`config.mk`:
```
export PLATFORM = sky130hd
export DESIGN_NAME = idm_prep
export DESIGN_NICKNAME = d
export VERILOG_FILES = /design/src/rtl/idm_pkg.sv /design/src/rtl/idm_prep.sv
export SDC_FILE = /design/constraint.sdc
export NUM_CORES = 1
export LEC_CHECK = 0
export BUFFER_PORTS_ARGS = -buffer_cell sky130_fd_sc_hd__buf_2
export CORE_MARGIN = 3
export CORE_UTILIZATION = 33
export CTS_BUF_LIST = sky130_fd_sc_hd__clkbuf_16
export CTS_CLUSTER_DIAMETER = 120
export DETAILED_ROUTE_END_ITERATION = 10
export PLACE_DENSITY = 0.54
export SLEW_MARGIN = 40
export SYNTH_ARGS = -nofsm -noshare
export SYNTH_HDL_FRONTEND = slang
export SYNTH_SLANG_ARGS = --single-unit
```
`constraint.sdc`:
```
create_clock -name clk -period 2.9 [get_ports clk]
set_input_delay 0.58 -clock clk [delete_from_list [all_inputs] [get_ports clk]]
set_output_delay 0.58 -clock clk [all_outputs]
set_load 0.01 [all_outputs]
```
`src/rtl/idm_pkg.sv`:
```
// Shared types and constants for the 64-bit signed/unsigned integer divider.
package idm_pkg;

  localparam int FIELD_W        = 64;
  localparam int DATA_WIDTH_DEF = 64;

  typedef enum logic [1:0] {
    OP_UQUO = 2'd0,
    OP_UREM = 2'd1,
    OP_SQUO = 2'd2,
    OP_SREM = 2'd3
  } idm_op_t;

  // Control bits that travel alongside the operands through every stage.
  typedef struct packed {
    logic is_rem;
    logic neg_res;
    logic dz;
  } idm_ctrl_t;

endpackage

```
`src/rtl/idm_prep.sv`:
```
// Input stage: decodes the operation, takes operand magnitudes and detects a zero divisor.
module idm_prep #(
  parameter int W = idm_pkg::DATA_WIDTH_DEF
) (
  input  logic                clk,
  input  logic                rst_n,
  input  logic                adv,
  input  logic                in_valid,
  input  idm_pkg::idm_op_t    req_type,
  input  logic [W-1:0]        dividend,
  input  logic [W-1:0]        divisor,
  output logic                valid_r,
  output idm_pkg::idm_ctrl_t  ctrl_r,
  output logic [W-1:0]        quo_r,
  output logic [W-1:0]        den_r
);
  import idm_pkg::*;

  logic         is_rem;
  logic         is_signed;
  logic         nneg;
  logic         dneg;
  logic         dz;
  idm_ctrl_t    ctrl_nxt;
  logic [W-1:0] num_mag;
  logic [W-1:0] den_mag;

  always_comb begin
    unique case (req_type) inside
      OP_UQUO: begin is_rem = 1'b0; is_signed = 1'b0; end
      OP_UREM: begin is_rem = 1'b1; is_signed = 1'b0; end
      OP_SQUO: begin is_rem = 1'b0; is_signed = 1'b1; end
      OP_SREM: begin is_rem = 1'b1; is_signed = 1'b1; end
      default: begin is_rem = 1'b0; is_signed = 1'b0; end
    endcase
  end

  assign nneg    = is_signed & dividend[W-1];
  assign dneg    = is_signed & divisor[W-1];
  assign dz      = (divisor == {W{1'b0}});
  assign num_mag = nneg ? ({W{1'b0}} - dividend) : dividend;
  assign den_mag = dneg ? ({W{1'b0}} - divisor) : divisor;

  // A zero divisor yields an all-ones quotient, so the quotient is never negated then.
  // The remainder path returns the magnitude, and negating it restores the dividend.
  always_comb begin
    ctrl_nxt.is_rem  = is_rem;
    ctrl_nxt.dz      = dz;
    ctrl_nxt.neg_res = is_rem ? nneg : ((nneg ^ dneg) & ~dz);
  end

  always_ff @(posedge clk) begin
    if (!rst_n) begin
      valid_r <= 1'b0;
    end else if (adv) begin
      valid_r <= in_valid;
    end
  end

  always_ff @(posedge clk) begin
    if (adv) begin
      ctrl_r <= ctrl_nxt;
      quo_r  <= num_mag;
      den_r  <= den_mag;
    end
  end

endmodule

```
======== Word-level counts from Yosys, hierarchy flattened ========
Index checks and enable logic that the tools add are counted.
Widths: inputs -> output; s select.
word-level totals
  output and inout port bits .............. 132
  bits in registers ....................... 132
  logic and storage cells ................. 24
cells by class
  add/subtract/negate cells ............... 2
  muxes and demuxes ....................... 5
  reduce and logical (&&, ||, !) cells .... 3
  bitwise logic cells ..................... 5
  equal/unequal tests ..................... 3
operators by type and width
  operator               count
  $mux 64                2
  $sub 1x64->64 const A  2
  $logic_not 64->1       1
  $eq 2x2->1 const B     2
  $reduce_or 2->1        2
  $and 1x1->1            3
  $mux 1                 3
  $eq 2x1->1 const B     1
  $not 1->1              1
  $xor 1x1->1            1

======== Depth between registers and ports, before layout ========
  depth after elaboration ................. 7
  mapped depth ............................ 7
  mapped depth without buffers ............ 7

======== Worst setup path after synthesis ========
OpenSTA, ideal clock, no wires.
  path type ............................... input to register
  start ................................... input divisor[28]
  end ..................................... register den_r[54], data pin
  stages .................................. 5
  arrival ................................. 2.345 ns
  data required time ...................... 2.639 ns
  path buffers ............................ 0
  slack ................................... 0.294 ns
  library setup time ...................... 0.261 ns
  cell sequence ........................... or4_4 or4_4 or4_4 o41ai_4 xnor2_1
on the way
  word-level cells in the longest chain between the ends .. 2
ends and longest elaborated chain
  item                  line            source
  start, declared       idm_prep.sv:11  input logic [W-1:0] divisor,
  $sub 1x64->64         idm_prep.sv:42  assign den_mag = dneg ? ({W{1'b0}} - divisor) : divisor;
  $mux 64               idm_prep.sv:42
  net den_mag[54]       idm_prep.sv:26  logic [W-1:0] den_mag;
  end signal, assigned  idm_prep.sv:64  den_r <= den_mag;
  end, declared         idm_prep.sv:15  output logic [W-1:0] den_r
The timed path passes the listed nets, and every way through them passes these cells.
A chain may end at the register's enable or synchronous reset.

======== Worst setup path in the final report ========
Ends and elaborated chain as after synthesis.

==> flow_summary.yaml <==
route:
  wl_um: 22400
  avgViaCountPerCell: 5.23
  drc: 0
  wl_per_cell_um: 18.0
  initialDrtViolationCount: 395
  postRouteAntennaNets: 0
  vias: 6501
  dr.pass1.iters: 5
clock_tree:
  cts_resized: 0
  post-cts-setup-buffers: 0
  cts.htree.levels: 4
  clockRootBuffer: "clkbuf_16"
  insertion_delay_ns: 0.41
  clock_sinks: 132
  clkTransAtPathRegs_ns: 0.06
  cts_buffers: 17
  postCtsHoldBufs: 0
  cts_tree: "done"
  cts_buffer_depth: 2
global_routing:
  grt_max_degree: 46
  grt.overflow.total: 0
  grt_usage_pct: 18.4
  grt_pass1_wl_um: 34600
  grt_pass1_vias: 6323
  antenna_found_initial: 1
timing:
  slew_viol_final: 0
  hold_slack_ns: 0.382
  setup_slack_ns: 0.482
  finClkSkew_ns: 0
  max_slew_margin_pct: 55.1
  rsz0062_at_grt: "false"
  hold_violations: 0
  max_freq_mhz: 414
  period_needed_ns: 2.42
  fin_tns_setup_ns: 0
  worstMarginPinSlew_ns: 0.673
  finalSetupViolations: 0
  min_period_over_period_pct: 83.4
floorplan:
  num_io_pins: 266
  die_area_um2: 23800
  core-area_um2: 21300
  fp.dieH_um: 154
  row_count: 53
  initial_core_util_pct: 34.1
  die_width_um: 154
pwr:
  p_leak_nw: 3.91
  vdd_drop_max_mv: 0.326
  p_per_area_nw_per_um2: 541
  power_mw: 5.28
critical_path:
  end_kind: "flop"
  cp-start-kind: "input port"
  cp.arrival_ns: 2.57
  path_class: "input port to flop"
  cp.required_ns: 3.05
  cp_max_fo: 3
layout:
  postLayoutCoreUtil_pct: 45.9
  area_delta_synth_final_pct: 34.7
  layout-drive-gt1-share_pct: 36.2
  final_common_cell: "buf_2"
  fin_cells: 1244
  design_area_um2: 9770
  antennaDiodeCount: 0
  mostFrequentLayoutCells: "264 x buf_2, 131 x edfxtp_1, 74 x xor2_1, 61 x nor2_1, 45 x nor3_1"
  fin_nets: 1092
yosys:
  ys_seq_elements: 132
  synth_area_per_cell_um2: 11.1
  synth.distinct_cells: 47
  synth_nets: 788
  synth.cell_area_um2: 7250
  async_flop_share_pct: 0
  ys_warn_count: 0
  ys.flop_type: "edfxtp_1"
  synth_edf_count: 131
  ys_seq_area_share_pct: 54.5
  synthCells: 652
placement:
  pre_cts_ws_ns: 0.0854
  numPortBuffers: 265
  routabilityCongestion: 0.844
  dpl.cell_count: 1212
  placed_area_um2: 9210
  dp_hpwl_um: 17500
hold_path:
  hold_path.class: "input port to flop"
status:
  outcome: "complete, no violations"
run:
  cap_violations: 0
-- power breakdown --
part	total (mW)	leakage (nW)	internal (mW)	switching [mW]
Clock	2.04	0.272	1.18	0.852
Combinational	0.857	2.35	0.350	0.507
Sequential	2.39	1.29	2.34	0.0496
Total	5.28	3.91	3.87	1.41
-- flip-flops by register name (all words and copies together) (netlist names) --
| register | count |
|---|---|
| valid_r | 1 |
| ctrl_r | 3 |
| quo_r | 64 |
| den_r | 64 |
-- cell families (layout without fill, tap and decap cells) --
| family | count (synthesis) | count (layout) | share of synthesized area [%] |
|---|---|---|---|
| flip-flops | 132 | 132 | 54.5 |
| XOR/XNOR | 116 | 116 | 14.0 |
| AO/OA/AOI/OAI | 112 | 112 | 10.3 |
| multiplexers | 1 | 1 | 0.138 |
| AND/OR/NAND/NOR | 255 | 255 | 18.9 |
| buffers and inverters | 34 | 351 | 1.79 |
| adder cells (fa/ha/maj) | 2 | 2 | 0.345 |
-- metal layers --
layer | GRT usage, % | vias up | wire [um]
met5 | 0 | - | 13
met4 | 5.85 | 2 | 408
met3 | 5.40 | 32 | 1930
met2 | 30.8 | 268 | 10800
met1 | 22.8 | 3079 | 9220
li1 | - | 3120 | -
-- synth_stat cells (2+ instances only) --
master | n | area share [%]
or3_1 | 8 | 0.69
nand2b_1 | 4 | 0.34
or4_4 | 3 | 0.47
and2_1 | 9 | 0.78
nor4_2 | 4 | 0.69
xor2_1 | 74 | 8.9
buf_2 | 2 | 0.14
ha_1 | 2 | 0.34
inv_1 | 12 | 0.62
nor3_1 | 45 | 3.1
nor2b_1 | 4 | 0.34
nor4_1 | 34 | 2.9
nand4b_1 | 3 | 0.36
nand3_1 | 9 | 0.62
a41oi_1 | 10 | 1.2
nand2_1 | 28 | 1.4
edfxtp_1 | 131 | 54
a211oi_1 | 3 | 0.31
and3_1 | 8 | 0.69
clkbuf_1 | 17 | 0.88
nand4_1 | 18 | 1.6
a21oi_1 | 34 | 2.3
a21o_1 | 2 | 0.21
o31ai_1 | 14 | 1.4
or2_2 | 3 | 0.26
nor2_1 | 61 | 3.2
o311ai_0 | 5 | 0.60
xnor2_1 | 42 | 5.1
a31oi_1 | 21 | 1.8
or4_1 | 8 | 0.83
o41ai_1 | 4 | 0.48
o21ai_0 | 13 | 0.90
buf_1 | 3 | 0.16
-- path summary, 6_finish.rpt --
kind                    start        end  slack (ns)  cells past startpoint
setup reg to reg      valid_r    valid_r        2.32                      2
setup / recovery  divisor[28]  den_r[54]        0.48                      6
hold reg to reg       valid_r    valid_r        0.52                      2
hold / removal    req_type[0]  ctrl_r[2]        0.38                      1
-- area by class of cell --
type                            instances  area [um2]
Tap cell                              275         344
Inverter                               12        45.0
Timing Repair Buffer                  307        1690
Multi-Input combinational cell        486        3170
Clock buffer                           17         425
Fill cell                            2063       11500
Clock inverter                         15         133
Sequential cell                       132        3950
-- worst max-delay path, cell delays in order --
cell	delay [ns]
buf_2	0.12
or4_4	0.55
or4_4	0.50
or4_4	0.49
o41ai_4	0.23
xnor2_1	0.09
(Power assumes the default switching activity.)
