===== config.mk =====
export PLATFORM = sky130hd
export DESIGN_NAME = idm_post
export DESIGN_NICKNAME = d
export VERILOG_FILES = /design/src/rtl/idm_pkg.sv /design/src/rtl/idm_post.sv
export SDC_FILE = /design/constraint.sdc
export NUM_CORES = 1
export LEC_CHECK = 0
export BUFFER_PORTS_ARGS = -buffer_cell sky130_fd_sc_hd__buf_2
export CORE_MARGIN = 3
export CORE_UTILIZATION = 49
export DETAILED_ROUTE_END_ITERATION = 10
export HOLD_SLACK_MARGIN = 0.05
export PLACE_DENSITY = 0.81
export SLEW_MARGIN = 40
export SYNTH_ARGS = -nofsm -noshare
export SYNTH_HDL_FRONTEND = slang
export SYNTH_SLANG_ARGS = --single-unit

===== constraint.sdc =====
create_clock -name clk -period 4 [get_ports clk]
set_input_delay 0.2 -clock clk [delete_from_list [all_inputs] [get_ports clk]]
set_output_delay 0.2 -clock clk [all_outputs]
set_load 0.02 [all_outputs]

===== src/rtl/idm_pkg.sv =====
// Shared types and constants for the 64-bit signed/unsigned integer divider.
package idm_pkg;

  localparam int FIELD_W        = 64;
  localparam int DATA_WIDTH_DEF = 64;

  typedef enum logic [1:0] {
    OP_UQUO = 2'd0,
    OP_UREM = 2'd1,
    OP_SQUO = 2'd2,
    OP_SREM = 2'd3
  } idm_op_t;

  // Control bits that travel alongside the operands through every stage.
  typedef struct packed {
    logic is_rem;
    logic neg_res;
    logic dz;
  } idm_ctrl_t;

endpackage


===== src/rtl/idm_post.sv =====
// Output stage: selects quotient or remainder, applies the sign and holds the result.
module idm_post #(
  parameter int W = idm_pkg::DATA_WIDTH_DEF
) (
  input  logic                clk,
  input  logic                rst_n,
  input  logic                adv,
  input  logic                valid_i,
  input  idm_pkg::idm_ctrl_t  ctrl_i,
  input  logic [W-1:0]        rem_i,
  input  logic [W-1:0]        quo_i,
  output logic                valid_r,
  output logic [W-1:0]        answer_r,
  output logic                dz_r
);
  import idm_pkg::*;

  logic [W-1:0] sel;
  logic [W-1:0] answer_nxt;

  assign sel        = ctrl_i.is_rem ? rem_i : quo_i;
  assign answer_nxt = ctrl_i.neg_res ? ({W{1'b0}} - sel) : sel;

  always_ff @(posedge clk) begin
    if (!rst_n) begin
      valid_r <= 1'b0;
    end else if (adv) begin
      valid_r <= valid_i;
    end
  end

  always_ff @(posedge clk) begin
    if (adv) begin
      answer_r <= answer_nxt;
      dz_r     <= ctrl_i.dz;
    end
  end

endmodule


## Word level (Yosys, flattened, before mapping)

Cells that the tools add are included.

| operators by class | value |
|---|---|
| multiplexer cells | 2 |
| add/sub/neg operators | 1 |

Operators with widths:

| operator | count |
|---|---|
| $mux W64 | 2 |
| $sub A1 B64 Y64 const A | 1 |

| word-level totals | value |
|---|---|
| input bits | 135 |
| flip-flop bits (word level) | 66 |
| output and inout port bits | 66 |
| word-level logic and storage cells | 6 |

## Logic depth before layout (Yosys ltp)

Gate-level depths: netlist of run 1.

| depth | value |
|---|---|
| word-level depth | 3 |
| depth in mapped cells | 14 |

## Least setup slack after synthesis of run 1

No wires, ideal clock.

| path | value |
|---|---|
| kind | input-to-reg |
| start point | input ctrl_i[2] (netlist name) |
| end point | register answer_r[56] (data pin) |
| setup time | 0.274 ns |
| stages on the path | 14 |
| required time | 3.726 ns |
| arrival time | 3.384 ns |
| buffers on the path | 7 |
| setup slack | 0.342 ns |
| cell sequence | buf_6 > buf_2 > buf_2 > buf_2 > buf_1 > buf_2 > buf_2 > mux2i_1 > ha_1 > o21ai_0 > nor3_1 > nand4_1 > o41ai_1 > xor2_1 |

| between the ends | value |
|---|---|
| word-level cells in the longest chain between the ends | 3 |

RTL lines:

| item | RTL line | RTL |
|---|---|---|
| start, declared | idm_post.sv:9 | `input idm_pkg::idm_ctrl_t ctrl_i,` |
| $mux W64 * | idm_post.sv:21 | `assign sel = ctrl_i.is_rem ? rem_i : quo_i;` |
| $sub A1 B64 Y64 | idm_post.sv:22 | `assign answer_nxt = ctrl_i.neg_res ? ({W{1'b0}} - sel) : sel;` |
| $mux W64 * | idm_post.sv:22 |  |
| net answer_nxt[56] | idm_post.sv:19 | `logic [W-1:0] answer_nxt;` |
| end signal, assigned | idm_post.sv:34 | `answer_r <= answer_nxt;` |
| end, declared | idm_post.sv:13 | `output logic [W-1:0] answer_r,` |

The timed path passes the listed nets; every way through them passes the cells marked *.
A chain may end at the register's enable or synchronous reset.

## Worst setup path in the final report of run 1

| path | value |
|---|---|
| start point | input ctrl_i[2] (netlist name) |
| end point | register answer_r[54] (data pin) |

Same word-level chain as after synthesis.

==> results.ini, run 1 <==
[worst_setup_path]
critPathRequiredTime_ns = 4.10
critical_path.top_delay_family = compound AO/OA/AOI/OAI gates
crit_fanout = 72
path_class = input pin to flop
critPathSlowestCell = buf_4
path_cells = buf_4 > mux2i_1 > ha_1 > o21ai_0 > nor3_1 > nand3_2 > o41ai_1 > xnor2_1
path_buf_inv = 1
cp-end-kind = flop
arrival_ns = 3.12
worstSetupStartpointType = input pin
critPathMaxStageDelay_ns = 0.58

[cts]
numCtsBuffers = 9
cts-root-buf = clkbuf_8
htree_num_levels = 3
post_cts_resized = 0
cts_buffer_depth = 2
cts_tree = done
cts.sinks = 66
path_clk_slew_ns = 0.08
hold_buffers = 1
clk_latency_ns = 0.34
post_cts_buffers = 0

[yosys]
syn-cell-area_um2 = 4840
ys.flop_type = edfxtp_1
synthArstFlopShare = 0
synth_cells = 469
ys_ff_latch = 66
syn-num-nets = 605
ys_warn_count = 0
ys_types = 57
yosysSeqAreaShare = 0.407
synth-edff-count = 65
syn_area_per_cell_um2 = 10.3

[run]
maxCapViolations = 0

[global_routing]
grt_use_total = 0.255
first_global_vias = 4568
antenna_found_initial = 0
grt_overflow = 0
grt_pass1_wl_um = 22600
grt_max_degree = 73

[detailed_routing]
vias = 4675
viasPerCell = 5.84
drt_wl_total_um = 14800
first_iter_violations = 298
ant_nets = 0
wl_per_cell_um = 18.5
drc = 0
drtPass1Iterations = 5

[cells_and_area]
n_antenna_cell = 0
post-route-util = 0.659
layout-drive-gt1-share = 0.382
areaGrowthSynthToFinish_pct = 28.2
fin_nets = 803

[hold_path]
hold_class = input pin to flop

[timing]
finalWorstSetupSlack_ns = 0.977
hold_ws_ns = 0.0693
max_freq_ghz = 0.331
fin_worst_skew_ns = 0
finalCritPeriodShare = 0.756
finalSetupTns_ns = 0
slew-limit-headroom = 0.488
finalHoldViolations = 0
rsz0062_at_grt = no
min_period_ns = 3.02
worst_pin_slew_ns = 0.769
setup_viol = 0
slew_violations = 0

[floorplan]
dieArea_um2 = 11100
num_rows = 35
die_width_um = 105
die_height_um = 105
io_pins = 201
coreArea_um2 = 9420
start_util = 0.514

[power_and_ir_drop]
p_leak_nw = 2.63
power_density_nw_per_um2 = 332
irDropWorstVdd_uv = 175
p_total_mw = 2.06

[place]
port_buffers = 200
pre_cts_ws_ns = 0.628
routabilityCongestion = 0.913
hpwl_um = 11500

[run_status]
status = finished clean

## final timing paths
path             start            to  slack (ns)  cells after the start
max reg2reg    valid_r       valid_r        3.40                      2
max          ctrl_i[2]  answer_r[54]        0.98                      8
min reg2reg    valid_r       valid_r        0.54                      2
min              rst_n       valid_r        0.07                      2
## layout by cell type (no fill, tap or decap), types with 12 or more instances in the layout
master and instances:
nand2_1 36, edfxtp_1 65, nor3b_1 14, mux2i_1 57, nor3_1 27, buf_4 12
buf_2 197, o21ai_0 31, nor2_1 17, xor2_1 52
## stage by stage
step / cells / instance area (µm²)
after floorplan: 469 / 4840
after global routing: 801 / 6210
after detailed placement: 784 / 5970
after CTS: 801 / 6200
final: 801 / 6210
after global placement: 784 / 5970
## cells in the mapped netlist, types with 10 or more instances
| cell | instances | area, µm² |
|---|---|---|
| edfxtp_1 | 65 | 1950 |
| xnor2_1 | 10 | 87.6 |
| nand2_1 | 36 | 135 |
| xor2_1 | 52 | 455 |
| mux2i_1 | 57 | 571 |
| nor3_1 | 27 | 135 |
| o21ai_0 | 31 | 155 |
| o31ai_1 | 10 | 75.1 |
| mux2_2 | 10 | 113 |
| nor2_1 | 17 | 63.8 |
| or3_1 | 10 | 62.6 |
| nor3b_1 | 14 | 105 |
## power breakdown
group          internal (mW)  switching, mW  total (mW)
Clock                  0.353          0.283       0.636
Combinational          0.207          0.328       0.535
Sequential             0.862         0.0249       0.887
Total                   1.42          0.635        2.06
## metal layers
| layer | GRT usage | wire length, µm |
|---|---|---|
| met5 | 0 | 0 |
| met4 | 0.0993 | 403 |
| met3 | 0.0570 | 1320 |
| met2 | 0.423 | 7220 |
| met1 | 0.323 | 5850 |
## flip-flops by register name, indices dropped and copies added, names as in the netlist
signal	count
dz_r	1
answer_r	64
valid_r	1
## worst register-to-register path, cell delays in order, from the launching register on
cell and delay [ns]:
dfxtp_1 0.32, mux2i_1 0.12, nor2b_1 0.06
## area by class of cell
| type | count | area [µm²] |
|---|---|---|
| clock inverter | 6 | 90.1 |
| multi-input combinational | 376 | 2760 |
| tap | 129 | 161 |
| inverter | 4 | 15.0 |
| sequential | 66 | 1970 |
| timing repair buffer | 210 | 1090 |
| clock buffer | 10 | 128 |
| fill | 789 | 3210 |
## cells by family (layout without fill, tap and decap cells)
kind of cell / Yosys count / after routing / share of synthesized area
AO/OA/AOI/OAI: 79 / 79 / 0.111
multiplexers: 67 / 67 / 0.141
buffers and inverters: 27 / 230 / 0.0251
XOR/XNOR: 62 / 62 / 0.112
AND/OR/NAND/NOR: 167 / 167 / 0.201
flip-flops: 66 / 66 / 0.407
adder cells (fa/ha/maj): 1 / 1 / 0.00258
(Power assumes the default switching activity.)
==> run 2: changes to the inputs <==
Settings changed: CORE_UTILIZATION 49 to 44, PLACE_DENSITY 0.81 to 0.77.
Clock period 4 ns to 2.53 ns, I/O delays scaled along.
==> run 2 against run 1 <==
  * Clock power grew 81%
  * Critical path depth grew 1
  * Flip-flop and latch count is the same
  * Global-route usage shrank 0.55 points
  * Count of clock-buffer cells in the layout is the same
  * Sequential power grew 57%
  * Clock skew is the same
  * Sequential share of layout area shrank 2.8 points
  * Core utilization shrank 1.1 points
==> results.ini, run 2 (synthesis gave the netlist of run 1 again) <==
[timing]
worst_pin_slew_ns = 0.501  ; -0.267 ns
setup_viol = 0  ; unchanged
max_freq_ghz = 0.426
finalCritPeriodShare = 0.928
slew-limit-headroom = 0.663  ; +0.176
finalHoldViolations = 0  ; unchanged
min_period_ns = 2.35
finalWorstSetupSlack_ns = 0.181  ; -0.796 ns
slew_violations = 0  ; unchanged
rsz0062_at_grt = no
fin_worst_skew_ns = 0  ; unchanged

[detailed_routing]
drtPass1Iterations = 4  ; -1
ant_nets = 0  ; unchanged
drt_wl_total_um = 15700  ; +6.1%
drc = 0  ; unchanged
viasPerCell = 5.62  ; -3.7%
first_iter_violations = 293  ; -1.7%
vias = 4884  ; +4.5%
wl_per_cell_um = 18.1  ; -2.2%

[run_status]
status = finished clean

[floorplan]
num_rows = 37  ; +5.7%
die_width_um = 111  ; +5.2%
start_util = 0.461  ; -0.0535
die_height_um = 111  ; +5.2%
dieArea_um2 = 12300  ; +11%
coreArea_um2 = 10500  ; +12%
io_pins = 201  ; unchanged

[place]
pre_cts_ws_ns = -0.328  ; -0.956 ns
dp_cells = 850  ; +8.4%
routabilityCongestion = 0.907  ; -0.56%
hpwl_um = 12500  ; +8.0%
port_buffers = 200  ; unchanged

[global_routing]
grt_use_total = 0.249  ; -0.00552
grt_overflow = 0  ; unchanged
grt_max_degree = 35  ; -52%
antenna_found_initial = 0  ; unchanged
grt_pass1_wl_um = 24900  ; +10%
first_global_vias = 4983  ; +9.1%

[cells_and_area]
largest_reg_flops = 64  ; unchanged
n_antenna_cell = 0  ; unchanged
layoutNonFillerInstCount = 869  ; +8.5%
regMostFlops = answer_r
layout-drive-gt1-share = 0.447  ; +0.0650
nFillCells = 867  ; +9.9%
layout_common_cells = buf_2 (199), buf_4 (67), edfxtp_1 (65)
areaGrowthSynthToFinish_pct = 40.6
final_common_cell = buf_2
fin_nets = 864  ; +7.6%
largestRegisters = answer_r: 64 flops, dz_r: 1 flops, valid_r: 1 flops

[worst_setup_path]
path_class = input pin to flop
critPathRequiredTime_ns = 2.63  ; -1.47 ns
path_cells = buf_4 > buf_4 > buf_4 > nor4b_2 > o22ai_1 > nor2b_1 > nand4b_1 > o41ai_1 > xor2_1
critical_path.top_delay_family = simple AND/OR/NAND/NOR gates
path_buf_inv = 3  ; +2
arrival_ns = 2.45  ; -0.67 ns
crit_fanout = 18  ; -75%
crit_top_cell = buf_4
critical_path_depth = 9  ; +1
cp-end-kind = flop
critPathSlowestCell = o41ai_1
critPathMaxStageDelay_ns = 0.48  ; -0.10 ns
worstSetupStartpointType = input pin
reg2reg_depth = 3  ; +1

[cts]
post_cts_buffers = 0  ; unchanged
cts-root-buf = clkbuf_8
cts.sinks = 66  ; unchanged
htree_num_levels = 3  ; unchanged
cts_tree = done
clk_latency_ns = 0.35  ; about the same
cts_buffer_depth = 2  ; unchanged
path_clk_slew_ns = 0.08  ; about the same
numCtsBuffers = 9  ; unchanged

[hold_path]
hold_class = input pin to flop
hold_path_depth = 3  ; +1

[run]
maxCapViolations = 0  ; unchanged

[power_and_ir_drop]
p_leak_nw = 2.98  ; +13%
power_density_nw_per_um2 = 507  ; +53%
irDropWorstVdd_uv = 285  ; +63%

==> run 2: cell count changes in the layout (fill, tap and decap cells not counted), sizes merged <==
cell	change
buf	+59
dlygate4sd3	+2
bufinv	+1
clkinvlp	-1
==> run 2: cell type report <==
class / count / area [µm²] / area share
multi-input cells: 376 / 2830 / 0.416
flip-flops and latches: 66 / 1970 / 0.290
repair buffers: 271 / 1570 / 0.230
well taps: 136 / 170 / 0.0250
clock buffers: 10 / 138 / 0.0202
clock inverters: 6 / 113 / 0.0165
inverters: 4 / 15.0 / 0.00221
==> run 2: report_power, final <==
| part | switching [mW] | internal [mW] | total [mW] |
|---|---|---|---|
| logic | 0.536 | 0.372 | 0.908 |
| clock network | 0.464 | 0.685 | 1.15 |
| registers | 0.0328 | 1.36 | 1.39 |
| total | 1.03 | 2.42 | 3.45 |
==> run 2: through the flow <==
stage                     hold WS (ns)  utilization  cell area (µm²)  power (mW)  setup TNS, ns
after floorplan                  0.225            -             4960        1.93         -0.453
after global placement           0.306        0.619             6510        2.30          -1.22
after detailed placement         0.309        0.619             6510        2.32          -3.18
after CTS                        0.162        0.646             6790        3.46              0
after global routing             0.196        0.648             6810        3.59              0
final                            0.175        0.648             6810        3.45              0
==> run 2: metal layers <==
| layer | global-route usage | part of all wire | vias up |
|---|---|---|---|
| met5 | 0 | 0 | - |
| met4 | 0.101 | 0.023 | 0 |
| met3 | 0.0437 | 0.072 | 27 |
| met2 | 0.418 | 0.49 | 221 |
| met1 | 0.319 | 0.42 | 2322 |
| li1 | - | - | 2314 |
==> run 2: worst paths after layout <==
kind / from / to / slack (ns)
max: ctrl_i[2] / answer_r[60] / 0.18
min: rem_i[10] / answer_r[10] / 0.17
max reg2reg: valid_r / valid_r / 1.37
min reg2reg: valid_r / valid_r / 1.09
==> run 2: worst reg2reg max path, cell delays in order, from the launching register on <==
cell and delay [ns]:
dfxtp_1 0.32, mux2i_1 0.12, nor2b_1 0.06, dlygate4sd3_1 0.55
==> run 2: repair_timing <==
| item | CTS | global route |
|---|---|---|
| setup endpoints to repair | 0 | 6 |
| endpoints found under the hold margin | 2 | 0 |
| gates resized for setup | 0 | 3 |
| hold buffers | 3 | 0 |
