==> config.mk <==
export PLATFORM = sky130hd
export DESIGN_NAME = idm_step
export DESIGN_NICKNAME = d
export VERILOG_FILES = /design/src/rtl/idm_pkg.sv /design/src/rtl/idm_step.sv
export SDC_FILE = /design/constraint.sdc
export NUM_CORES = 1
export LEC_CHECK = 0
export CAP_MARGIN = 5
export CORE_ASPECT_RATIO = 1.4
export CORE_MARGIN = 5
export CORE_UTILIZATION = 39
export DETAILED_ROUTE_END_ITERATION = 8
export DONT_BUFFER_PORTS = 1
export HOLD_SLACK_MARGIN = 0.03
export PLACE_DENSITY = 0.62
export REMOVE_ABC_BUFFERS = 1
export SKIP_LAST_GASP = 1
export SYNTH_ARGS = -nofsm -noshare
export SYNTH_HDL_FRONTEND = slang
export SYNTH_SLANG_ARGS = --single-unit
==> constraint.sdc <==
create_clock -name clk -period 3.2 [get_ports clk]
set_clock_uncertainty 0.1 [all_clocks]
set_input_delay 0.32 -clock clk [delete_from_list [all_inputs] [get_ports clk]]
set_output_delay 0.32 -clock clk [all_outputs]
set_load 0.005 [all_outputs]
==> src/rtl/idm_pkg.sv <==
// Shared types and constants for the 64-bit signed/unsigned integer divider.
package idm_pkg;

  localparam int FIELD_W        = 64;
  localparam int DATA_WIDTH_DEF = 64;

  typedef enum logic [1:0] {
    OP_UQUO = 2'd0,
    OP_UREM = 2'd1,
    OP_SQUO = 2'd2,
    OP_SREM = 2'd3
  } idm_op_t;

  // Control bits that travel alongside the operands through every stage.
  typedef struct packed {
    logic is_rem;
    logic neg_res;
    logic dz;
  } idm_ctrl_t;

endpackage

==> src/rtl/idm_step.sv <==
// One restoring division step: produces one quotient bit per pipeline stage.
module idm_step #(
  parameter int W = idm_pkg::DATA_WIDTH_DEF
) (
  input  logic                clk,
  input  logic                rst_n,
  input  logic                adv,
  input  logic                valid_i,
  input  idm_pkg::idm_ctrl_t  ctrl_i,
  input  logic [W-1:0]        rem_i,
  input  logic [W-1:0]        quo_i,
  input  logic [W-1:0]        den_i,
  output logic                valid_r,
  output idm_pkg::idm_ctrl_t  ctrl_r,
  output logic [W-1:0]        rem_r,
  output logic [W-1:0]        quo_r,
  output logic [W-1:0]        den_r
);
  import idm_pkg::*;

  logic [W:0]   rem_shift;
  logic [W:0]   diff;
  logic         q_bit;
  logic [W-1:0] rem_nxt;
  logic [W-1:0] quo_nxt;

  // The dividend bits leave the top of quo while quotient bits enter at the bottom.
  assign rem_shift = {rem_i, quo_i[W-1]};
  assign diff      = rem_shift - {1'b0, den_i};
  assign q_bit     = ~diff[W];
  assign rem_nxt   = q_bit ? diff[W-1:0] : rem_shift[W-1:0];
  assign quo_nxt   = {quo_i[W-2:0], q_bit};

  always_ff @(posedge clk) begin
    if (!rst_n) begin
      valid_r <= 1'b0;
    end else if (adv) begin
      valid_r <= valid_i;
    end
  end

  always_ff @(posedge clk) begin
    if (adv) begin
      ctrl_r <= ctrl_i;
      rem_r  <= rem_nxt;
      quo_r  <= quo_nxt;
      den_r  <= den_i;
    end
  end

endmodule

Word-level counts from Yosys, hierarchy flattened
Cells that the tools add are included.
{"block": "totals", "regBits": 196, "in_bits": 199, "output_inout_bits": 196, "word_cells": 10}
{"block": "classes", "n_addsub": 1, "mux": 1, "n_bitwise": 1}
{"cell": "65-bit by 64-bit subtractor with 65-bit output", "n": 1}
{"cell": "64-bit 2-to-1 mux", "n": 1}
{"cell": "1-bit NOT", "n": 1}

Longest topological paths before layout
Gate-level depths: netlist of run 1.
{"block": "logic_depth", "depth_word": 2, "mapped_depth": 14, "ltp_nobuf": 13}

Least setup slack after synthesis of run 1
Ideal clock, no wire load.
{"block": "synth_timing", "path_kind": "input-to-reg", "startpoint": "input port den_i[27]", "endpoint": "register rem_r[53], data pin", "setup_ns": 0.262, "arrival_ns": 3.142, "required_time_ns": 2.838, "path_slack_ns": -0.304, "cell_stages": 14, "path_buffers": 2, "path_cell_list": "inv_1 > ha_1 > buf_2 > nand4_1 > or4_1 > or3_1 > o32a_1 > a21oi_2 > o21ai_1 > and2_4 > o211a_4 > inv_6 > buf_6 > mux2_1"}
{"block": "synth_between", "elab_chain_len": 2}
{"item": "start, declared", "line": "idm_step.sv:12", "text": "input logic [W-1:0] den_i,"}
{"item": "65-bit by 64-bit subtractor with 65-bit output", "line": "idm_step.sv:29", "text": "assign diff = rem_shift - {1'b0, den_i};"}
{"item": "64-bit 2-to-1 mux", "line": "idm_step.sv:31", "text": "assign rem_nxt = q_bit ? diff[W-1:0] : rem_shift[W-1:0];"}
{"item": "via rem_nxt[53]", "line": "idm_step.sv:24", "text": "logic [W-1:0] rem_nxt;"}
{"item": "end signal, assigned", "line": "idm_step.sv:45", "text": "rem_r <= rem_nxt;"}
{"item": "end, declared", "line": "idm_step.sv:15", "text": "output logic [W-1:0] rem_r,"}
The timed path passes the listed nets, and every way through them passes these cells.
A chain may end at the register's enable or synchronous reset.

Final worst setup path of run 1
{"block": "layout_timing", "startpoint": "input port den_i[19]", "endpoint": "register rem_r[52], data pin"}
The elaborated chain is that of the path after synthesis.

==> impl_metrics.py, run 1 <==
metrics = {
    "run": {
        "maxCapViolCount": 0,
    },
    "floorplanning": {
        "core.rowCount": 72,
        "core_area_sq_mm": 0.0277,
        "fp.dieW_um": 152,
        "ioPinCount": 395,
        "chipHeight_um": 208,
        "dieArea_sq_mm": 0.0316,
        "initial_utilization_pct": 39.6,
    },
    "sta": {
        "slew_headroom_pct": 68.2,
        "period_share_pct": 98.0,
        "rsz0062_at_grt": "true",
        "max_freq_ghz": 0.319,
        "final-hold-violation-count": 50,
        "drv_slew": 0,
        "finalSetupViolations": 0,
        "period_minus_slack_ns": 3.13,
        "hold_ws_ns": -0.117,
        "tightest_slew_ns": 0.464,
        "setup_tns_ns": 0,
    },
    "placed_design": {
        "place.gp.congestion": 0.867,
        "dpl_cell_area_sq_mm": 0.0123,
        "dp.final_hpwl_mm": 25.3,
        "port_buffers": 0,
    },
    "worst_setup_path": {
        "reg2reg_depth": 3,
        "rrSetupSlack_ns": 1.93,
        "cp.required_ns": 3.30,
        "critPathLaunchType": "input port",
        "crit_type": "in2reg",
        "cp.arrival_ns": 3.24,
        "end_kind": "flop",
        "cp_max_fo": 6,
    },
    "cts": {
        "ctsHoldBuffers": 194,
        "clock_latency_ns": 0.45,
        "cts_buffer_depth": 2,
        "htree_levels": 4,
        "cts_tree": "done",
        "cts_root_buf": "clkbuf_16",
        "clk_pin_slew_worst_paths_ns": 0.08,
        "cts-buffers-inserted": 17,
        "cts_sinks": 196,
    },
    "synthesis": {
        "synth_area_sq_mm": 0.0110,
        "synth_edf_count": 195,
        "synth-seq-cells": 196,
        "postSynthCellCount": 937,
        "synth-async-reset-ratio_pct": 0,
        "yosysSeqAreaShare_pct": 53.5,
        "synthDistinctLibCells": 75,
        "synth-main-ff-cell": "edfxtp_1",
        "yosysWarnings": 0,
        "synth_area_per_cell_sq_um": 11.7,
    },
    "global_routing": {
        "grt_first_pass_wirelength_mm": 51.1,
        "first_global_vias": 9211,
        "antenna_found_initial": 0,
        "grt_overflow_total": 0,
        "grt_max_degree": 197,
        "grt_use_total_pct": 21.4,
    },
    "final_layout": {
        "n_antenna_cell": 0,
        "drive_above_1_share_pct": 17.4,
        "fin_nets": 1530,
        "final.fill_count": 2388,
        "areaGrowthSynthToFinish_pct": 39.3,
        "final_area_sq_mm": 0.0153,
    },
    "detailed_routing": {
        "finalWirelength_mm": 35.9,
        "num_vias": 8752,
        "first_iter_violations": 431,
        "antenna_left": 0,
        "drt-pass1-iter-count": 6,
        "post-route-drc-count": 0,
        "via_per_inst": 5.31,
        "post_drt_wl_per_cell_um": 21.8,
    },
    "power_and_ir_drop": {
        "vdd_drop_max_mv": 0.297,
        "pwr_density_cell_mw_per_mm2": 491,
        "p_leak_nw": 6.27,
    },
    "worst_hold_path": {
        "hold_path_class": "in2reg",
        "min_path_cells": 0,
    },
    "outcome": {
        "violations": "hold timing",
        "outcome": "finished, violations left",
    },
}
[synthesized netlist by cell type, drive strengths merged (4+ instances only)]
cell type	n	area share, %
a211o	5	0.40
o21ai	38	1.7
edfxtp	195	53
a211oi	7	0.52
o211ai	4	0.27
a21o	32	2.2
or3	5	0.28
a21oi	78	3.6
o21bai	15	1.0
nor2	40	1.4
nor3	9	0.41
nand2b	9	0.51
mux2i	7	0.64
clkbuf	24	0.82
o31ai	5	0.34
buf	9	0.74
a21boi	6	0.41
nand3	10	0.46
nand4	21	1.3
ha	64	7.3
and3	7	0.40
a31oi	7	0.40
nor2b	11	0.63
xor2	23	1.8
mux2	57	5.9
inv	86	3.0
or2	7	0.40
xnor2	34	2.7
nand2	62	2.1
o21a	8	0.55
[layout by cell type, fill, tap and decap left out, types with 15 or more instances in the layout]
master and instances:
nor2_1 40, a21o_1 32, clkbuf_16 20, buf_4 139
nand2_1 61, ha_1 54, nand4_1 20, o21ai_0 23
a21oi_1 76, mux2_1 43, xnor2_1 34, o21bai_1 15
xor2_1 23, dlygate4sd3_1 194, edfxtp_1 195, inv_1 85
[cell type report]
class / count / area [sq um] / area share, %
Clock buffer: 17 / 425 / 2.78
Clock inverter: 14 / 200 / 1.31
Inverter: 86 / 335 / 2.19
Multi-Input combinational cell: 622 / 4810 / 31.4
Sequential cell: 196 / 5880 / 38.4
Tap cell: 370 / 463 / 3.03
Timing Repair Buffer: 343 / 3180 / 20.8
[logic make-up after synthesis]
| kind of cell | share of synthesized area [%] |
|---|---|
| AND/OR/NAND/NOR | 8.91 |
| XOR/XNOR | 4.55 |
| adder cells (fa/ha/maj) | 7.48 |
| multiplexers | 6.55 |
| buffers and inverters | 4.55 |
| AO/OA/AOI/OAI | 14.4 |
| flip-flops | 53.5 |
[worst paths after layout]
kind / start / to
min reg2reg: valid_r / valid_r
min: adv / den_r[8]
max: den_i[19] / rem_r[52]
max reg2reg: valid_r / valid_r
[what timing repair did]
action | CTS | global route
gates resized for setup | 2 | 37
cloned | 0 | 3
hold endpoints to repair | 388 | 195
buffers inserted | 0 | 11
endpoints found under the setup margin | 36 | 57
pin swaps | 0 | 11
[through the flow]
| step | instances | hold WS (ns) | worst slack [ns] | power, W | utilization, % |
|---|---|---|---|---|---|
| finish | 1648 | -0.117 | 0.0653 | 0.00750 | 55.1 |
| global route | 1648 | -0.155 | -0.0231 | 0.00783 | 55.1 |
| CTS | 1634 | -0.143 | -0.00674 | 0.00739 | 53.6 |
| detailed placement | 1409 | 0.319 | -0.513 | 0.00485 | 44.3 |
| global placement | 1409 | 0.319 | -0.463 | 0.00483 | 44.3 |
| floorplan | 904 | 0.319 | -0.464 | 0.00425 | - |
[sequential cells by signal, indices dropped and copies added (netlist names)]
register  flops
den_r        64
quo_r        64
rem_r        64
valid_r       1
ctrl_r        3
[power by group]
group | switching (W) | internal [W] | total [W]
logic | 0.000820 | 0.000963 | 0.00178
clock network | 0.00101 | 0.00132 | 0.00233
registers | 0.000198 | 0.00319 | 0.00339
[per-layer routing]
| metal | part of all wire, % | track usage (%) |
|---|---|---|
| met3 | 7.1 | 6.68 |
| met5 | 0 | 0 |
| met2 | 53 | 39.3 |
| met4 | 3.6 | 8.65 |
| met1 | 36 | 22.0 |
[worst max-delay path, cell delays in order]
cell and delay, ns:
inv_1 0.06, ha_4 0.27, nand4_1 0.12, or4_4 0.51
or3_1 0.32, o32a_1 0.23, a21oi_2 0.20, o21ai_2 0.08
buf_4 0.15, nand4_4 0.09, o211a_4 0.20, clkinv_8 0.09
buf_12 0.15, buf_12 0.14, mux2_4 0.30
(Power assumes the default switching activity.)
==> run 2, diff against run 1 <==
--- a/config.mk
+++ b/config.mk
@@ -12,7 +12,7 @@
 export DETAILED_ROUTE_END_ITERATION = 8
 export DONT_BUFFER_PORTS = 1
 export HOLD_SLACK_MARGIN = 0.03
-export PLACE_DENSITY = 0.62
+export PLACE_DENSITY = 0.6
 export REMOVE_ABC_BUFFERS = 1
 export SKIP_LAST_GASP = 1
 export SYNTH_ARGS = -nofsm -noshare
==> constraint.sdc (replaced) <==
create_clock -name clk -period 3.9 [get_ports clk]
set_clock_uncertainty 0.1 [all_clocks]
set_input_delay 0.39 -clock clk [delete_from_list [all_inputs] [get_ports clk]]
set_output_delay 0.39 -clock clk [all_outputs]
set_load 0.005 [all_outputs]
==> run 2 against run 1 <==
The run now ends clean. Sequential share of layout area grew 3.3 points. Wire length shrank 6.2%. Final area shrank 7.9%. Utilization shrank 4.4 points. Sequential power shrank 18%. Die area is the same. Clock power shrank 21%. Worst hold slack gained 0.18 ns. Critical endpoint is now rem_r[22]. First-iteration DRC count shrank 4.2%. Register-to-register slack gained 0.71 ns. Cell count shrank 7.5%.
==> impl_metrics.py, run 2 (synthesis gave the netlist of run 1 again) <==
metrics = {
    "sta": {
        "period_share_pct": 86.3,
        "finalSetupViolations": 0,
        "drv_slew": 0,
        "rsz0062_at_grt": "false",
        "slew_headroom_pct": 50.2,
        "hold_ws_ns": 0.0588,
        "final-hold-violation-count": 0,
        "setup_tns_ns": 0,
        "max_freq_ghz": 0.297,
        "period_minus_slack_ns": 3.36,
        "tightest_slew_ns": 0.740,
        "setup_slack_ns": 0.536,
    },
    "final_layout": {
        "final_common_cell": "edfxtp_1",
        "areaGrowthSynthToFinish_pct": 28.3,
        "layout_common_cells": "edfxtp_1 (195), dlygate4sd3_1 (184), inv_1 (85)",
        "drive_above_1_share_pct": 7.01,
        "n_antenna_cell": 0,
        "utilization_pct": 50.7,
        "reg.largest.list": "den_r x64, quo_r x64, rem_r x64",
        "fin_cells": 1525,
        "fin_nets": 1407,
    },
    "floorplanning": {
        "core.rowCount": 72,
        "initial_utilization_pct": 39.6,
        "core_area_sq_mm": 0.0277,
        "chipHeight_um": 208,
        "ioPinCount": 395,
        "dieArea_sq_mm": 0.0316,
        "fp.dieW_um": 152,
    },
    "worst_hold_path": {
        "hold_path_class": "in2reg",
        "min-delay-start": "rem_i[31]",
        "min_path_cells": 1,
        "hold_end": "rem_r[32]",
    },
    "worst_setup_path": {
        "reg2reg_depth": 3,
        "rrSetupSlack_ns": 2.64,
        "cp.required_ns": 4.00,
        "crit_type": "in2reg",
        "cp_max_fo": 19,
        "critPathLaunchType": "input port",
        "timing.rr.end": "valid_r",
        "end_kind": "flop",
        "regToRegStartpoint": "valid_r",
        "cp.arrival_ns": 3.46,
    },
    "power_and_ir_drop": {
        "clock_power_share_pct": 31.3,
        "pwr-share-seq_pct": 47.6,
        "pwr_density_cell_mw_per_mm2": 415,
        "vdd_drop_max_mv": 0.228,
        "switching_power_w": 0.00162,
        "sw_frac_of_total_pct": 27.6,
        "p_leak_nw": 5.60,
        "power_frac_comb_pct": 21.0,
        "intPower_w": 0.00423,
    },
    "cts": {
        "cts_tree": "done",
        "clock_latency_ns": 0.45,
        "cts_sinks": 196,
        "post_cts_buffers": 0,
        "htree_levels": 4,
        "cts_buffer_depth": 2,
        "cts_root_buf": "clkbuf_16",
        "clk_pin_slew_worst_paths_ns": 0.07,
        "cts-buffers-inserted": 17,
    },
    "global_routing": {
        "antenna_found_initial": 0,
        "grt_max_degree": 197,
        "grt_use_total_pct": 20.5,
        "grt_first_pass_wirelength_mm": 49.4,
        "first_global_vias": 8685,
        "grt_overflow_total": 0,
    },
    "run": {
        "maxCapViolCount": 0,
    },
    "detailed_routing": {
        "finalWirelength_mm": 33.7,
        "via_per_inst": 5.35,
        "drt-pass1-iter-count": 5,
        "antenna_left": 0,
        "post_drt_wl_per_cell_um": 22.1,
        "first_iter_violations": 413,
        "num_vias": 8159,
        "post-route-drc-count": 0,
    },
    "placed_design": {
        "dp.final_hpwl_mm": 24.3,
        "dp_cells": 1307,
        "place.gp.congestion": 0.880,
        "port_buffers": 0,
        "pre_cts_ws_ns": 0.0492,
    },
    "outcome": {
        "outcome": "finished, final reports clean",
    },
}
run 2: cell type report:
class                           instances  area (sq um)
Sequential cell                       196          5880
Tap cell                              370           463
Clock inverter                         14           175
Fill cell                            2515         13700
Timing Repair Buffer                  220          2210
Multi-Input combinational cell        622          4600
Clock buffer                           17           425
Inverter                               86           328
run 2: worst max-delay path, cell delays in order:
cell and delay [ns]:
inv_1 0.02, ha_1 0.35, nand4_1 0.12, or4_1 0.58, or3_1 0.32, o32a_1 0.24
a21oi_2 0.15, o21ai_1 0.08, and2_4 0.19, o211a_4 0.27, inv_6 0.17, buf_12 0.20
mux2_1 0.35
run 2: worst max path at each step:
stage | start | end | cells past startpoint
final | den_i[26] | rem_r[22] | 13
after global routing | den_i[26] | rem_r[13] | 13
after CTS | den_i[26] | rem_r[22] | 13
after detailed placement | den_i[26] | rem_r[32] | 13
after global placement | den_i[26] | rem_r[24] | 13
after floorplan | den_i[27] | rem_r[45] | 12
run 2: per-stage QoR:
stage          instance area (sq um)  total power, W
3_3_place_gp                   11600         0.00384
6_report                       14100         0.00585
2_1_floorplan                  10800         0.00349
3_5_place_dp                   11600         0.00385
4_1_cts                        14000         0.00586
5_1_grt                        14100         0.00612
run 2: power by group through the flow:
| stage | combinational, W | sequential [W] | clock, W |
|---|---|---|---|
| 2_1_floorplan | 0.000744 | 0.00275 | 0 |
| 3_3_place_gp | 0.00101 | 0.00283 | 0 |
| 3_5_place_dp | 0.00102 | 0.00283 | 0 |
| 4_1_cts | 0.00118 | 0.00279 | 0.00189 |
| 5_1_grt | 0.00136 | 0.00280 | 0.00196 |
| 6_report | 0.00123 | 0.00278 | 0.00183 |
run 2: layer usage:
layer  wire [um]  global-route usage (%)  part of all wire [%]  vias up
met1       12500                    21.7                    37     3921
met4         784                    6.85                   2.3        0
met5           0                       0                     0        -
met3        2440                    6.77                   7.2       48
met2       18000                    37.7                    53      302
li1            -                       -                     -     3888
run 2: repair_timing:
item,CTS,global route
resized for setup,0,0
endpoints found under the hold margin,376,62
hold buffers,182,5
==> run 3, diff against run 2 <==
--- a/config.mk
+++ b/config.mk
@@ -6,13 +6,15 @@
 export NUM_CORES = 1
 export LEC_CHECK = 0
 export CAP_MARGIN = 5
+export CELL_PAD_IN_SITES_DETAIL_PLACEMENT = 1
+export CELL_PAD_IN_SITES_GLOBAL_PLACEMENT = 1
 export CORE_ASPECT_RATIO = 1.4
 export CORE_MARGIN = 5
 export CORE_UTILIZATION = 39
 export DETAILED_ROUTE_END_ITERATION = 8
 export DONT_BUFFER_PORTS = 1
 export HOLD_SLACK_MARGIN = 0.03
-export PLACE_DENSITY = 0.6
+export PLACE_DENSITY = 0.73
 export REMOVE_ABC_BUFFERS = 1
 export SKIP_LAST_GASP = 1
 export SYNTH_ARGS = -nofsm -noshare
==> run 3 against run 2 <==
First-iteration DRC count decreased by 3.9%. Cell count decreased by 0.46%. Clock power decreased by 3%. Critical endpoint is now rem_r[14]. Non-clock buffer count decreased by 8. Via count increased by 1.1%. Worst hold slack got worse by 0.0071 ns. Critical path type unchanged. Highest routed layer unchanged.
==> impl_metrics.py, run 3 (synthesis gave the netlist of run 1 again) <==
metrics = {
    "final_layout": {
        "layout_common_cells": "edfxtp_1 (195), dlygate4sd3_1 (178), inv_1 (85)",
        "n_antenna_cell": 0,
        "areaGrowthSynthToFinish_pct": 27.4,
        "seqCellArea_sq_mm": 0.00588,
        "fin_cells": 1518,
        "multi_input_area_sq_mm": 0.00461,
        "final.fill_count": 2947,
        "reg.largest.list": "den_r x64, quo_r x64, rem_r x64",
        "final_common_cell": "edfxtp_1",
        "drive_above_1_share_pct": 6.79,
        "final_area_sq_mm": 0.0140,
        "fin_nets": 1399,
    },
    "cts": {
        "clk_pin_slew_worst_paths_ns": 0.07,
        "cts_buffer_depth": 2,
        "cts-buffers-inserted": 17,
        "cts_resized": 0,
        "clock_latency_ns": 0.45,
        "post_cts_buffers": 0,
        "cts_tree": "done",
        "cts_sinks": 196,
        "ctsHoldBuffers": 177,
        "htree_levels": 4,
        "cts_root_buf": "clkbuf_16",
    },
    "power_and_ir_drop": {
        "pwr_density_cell_mw_per_mm2": 416,
        "p_leak_nw": 5.54,
        "p_total_w": 0.00582,
        "vdd_drop_max_mv": 0.178,
    },
    "worst_setup_path": {
        "regToRegStartpoint": "valid_r",
        "critPathLaunchType": "input port",
        "crit_slowest_cell": "or4_1",
        "cp.arrival_ns": 3.57,
        "max_stage_delay_ns": 0.60,
        "cp_max_fo": 22,
        "startpoint": "den_i[26]",
        "cp.required_ns": 3.99,
        "crit_chain": "inv_1 > ha_1 > nand4_1 > or4_1 > or3_1 > o32a_1 > a21oi_2 > o21ai_1 > and2_4 > o211a_4 > inv_6 > buf_12 > mux2_1",
        "timing.rr.end": "valid_r",
        "reg2reg_depth": 3,
        "cp-endpoint": "rem_r[14]",
        "crit_type": "in2reg",
        "end_kind": "flop",
        "rrSetupSlack_ns": 2.64,
    },
    "detailed_routing": {
        "drt-pass1-iter-count": 4,
        "post_drt_wl_per_cell_um": 24.2,
        "via_per_inst": 5.43,
        "finalWirelength_mm": 36.7,
        "num_vias": 8249,
        "post-route-drc-count": 0,
        "antenna_left": 0,
        "first_iter_violations": 397,
    },
    "placed_design": {
        "port_buffers": 0,
        "pre_cts_ws_ns": 0.00844,
        "dpl_cell_area_sq_mm": 0.0115,
        "dp.final_hpwl_mm": 25.5,
        "place.gp.congestion": 0.863,
        "dp_cells": 1305,
    },
    "floorplanning": {
        "dieArea_sq_mm": 0.0316,
        "initial_utilization_pct": 39.6,
        "core_area_sq_mm": 0.0277,
        "fp.dieW_um": 152,
        "ioPinCount": 395,
        "chipHeight_um": 208,
        "core.rowCount": 72,
    },
    "global_routing": {
        "grt_first_pass_wirelength_mm": 53.6,
        "antenna_found_initial": 0,
        "grt_use_total_pct": 22.2,
        "first_global_vias": 9199,
        "grt_max_degree": 197,
        "grt_overflow_total": 0,
    },
    "sta": {
        "period_minus_slack_ns": 3.48,
        "setup_slack_ns": 0.416,
        "setup_tns_ns": 0,
        "period_share_pct": 89.3,
        "rsz0062_at_grt": "false",
        "drv_slew": 0,
        "max_freq_ghz": 0.287,
        "final-hold-violation-count": 0,
        "tightest_slew_ns": 0.979,
        "finalSetupViolations": 0,
        "slew_headroom_pct": 34.2,
    },
    "outcome": {
        "outcome": "finished, final reports clean",
    },
    "run": {
        "maxCapViolCount": 0,
    },
    "worst_hold_path": {
        "hold_path_class": "in2reg",
    },
}
[run 3: how the worst min path moves through the flow]
stage | cells past startpoint | start | to
2_1_floorplan | 0 | ctrl_i[0] | ctrl_r[0]
3_3_place_gp | 0 | quo_i[33] | quo_r[34]
3_5_place_dp | 0 | quo_i[26] | quo_r[27]
4_1_cts | 0 | adv | den_r[9]
5_1_grt | 1 | rem_i[46] | rem_r[47]
6_report | 1 | rem_i[46] | rem_r[47]
[run 3: routing by layer]
metal	up-vias	global-route usage [%]	share of wire (%)
met3	53	6.46	7.0
met4	0	8.34	3.4
met5	-	0	0
met1	4041	22.9	35
met2	276	41.6	54
li1	3879	-	-
[run 3: final cells by class]
type,instances,area share (%)
clock inverters,14,1.08
repair buffers,212,15.2
flip-flops and latches,196,42.0
inverters,86,2.34
clock buffers,18,3.07
well taps,370,3.31
multi-input cells,622,33.0
[run 3: report_power, final]
part	switching (W)	total [W]	internal, W
logic	0.000665	0.00125	0.000590
clock network	0.000826	0.00178	0.000953
registers	0.000169	0.00279	0.00262
total	0.00166	0.00582	0.00416
[run 3: per-stage QoR]
stage | hold slack, ns | utilization, %
global route | 0.0308 | 50.4
finish | 0.0517 | 50.4
detailed placement | 0.389 | 41.6
floorplan | 0.389 | -
CTS | -0.0644 | 50.1
global placement | 0.389 | 41.6
[run 3: critical path: cells and delay by family]
kind | cells | cell delay, ns
adder cells (fa/ha/maj) | 1 | 0.31
AND/OR/NAND/NOR | 4 | 1.25
multiplexers | 1 | 0.39
buffers and inverters | 3 | 0.37
AO/OA/AOI/OAI | 4 | 0.82
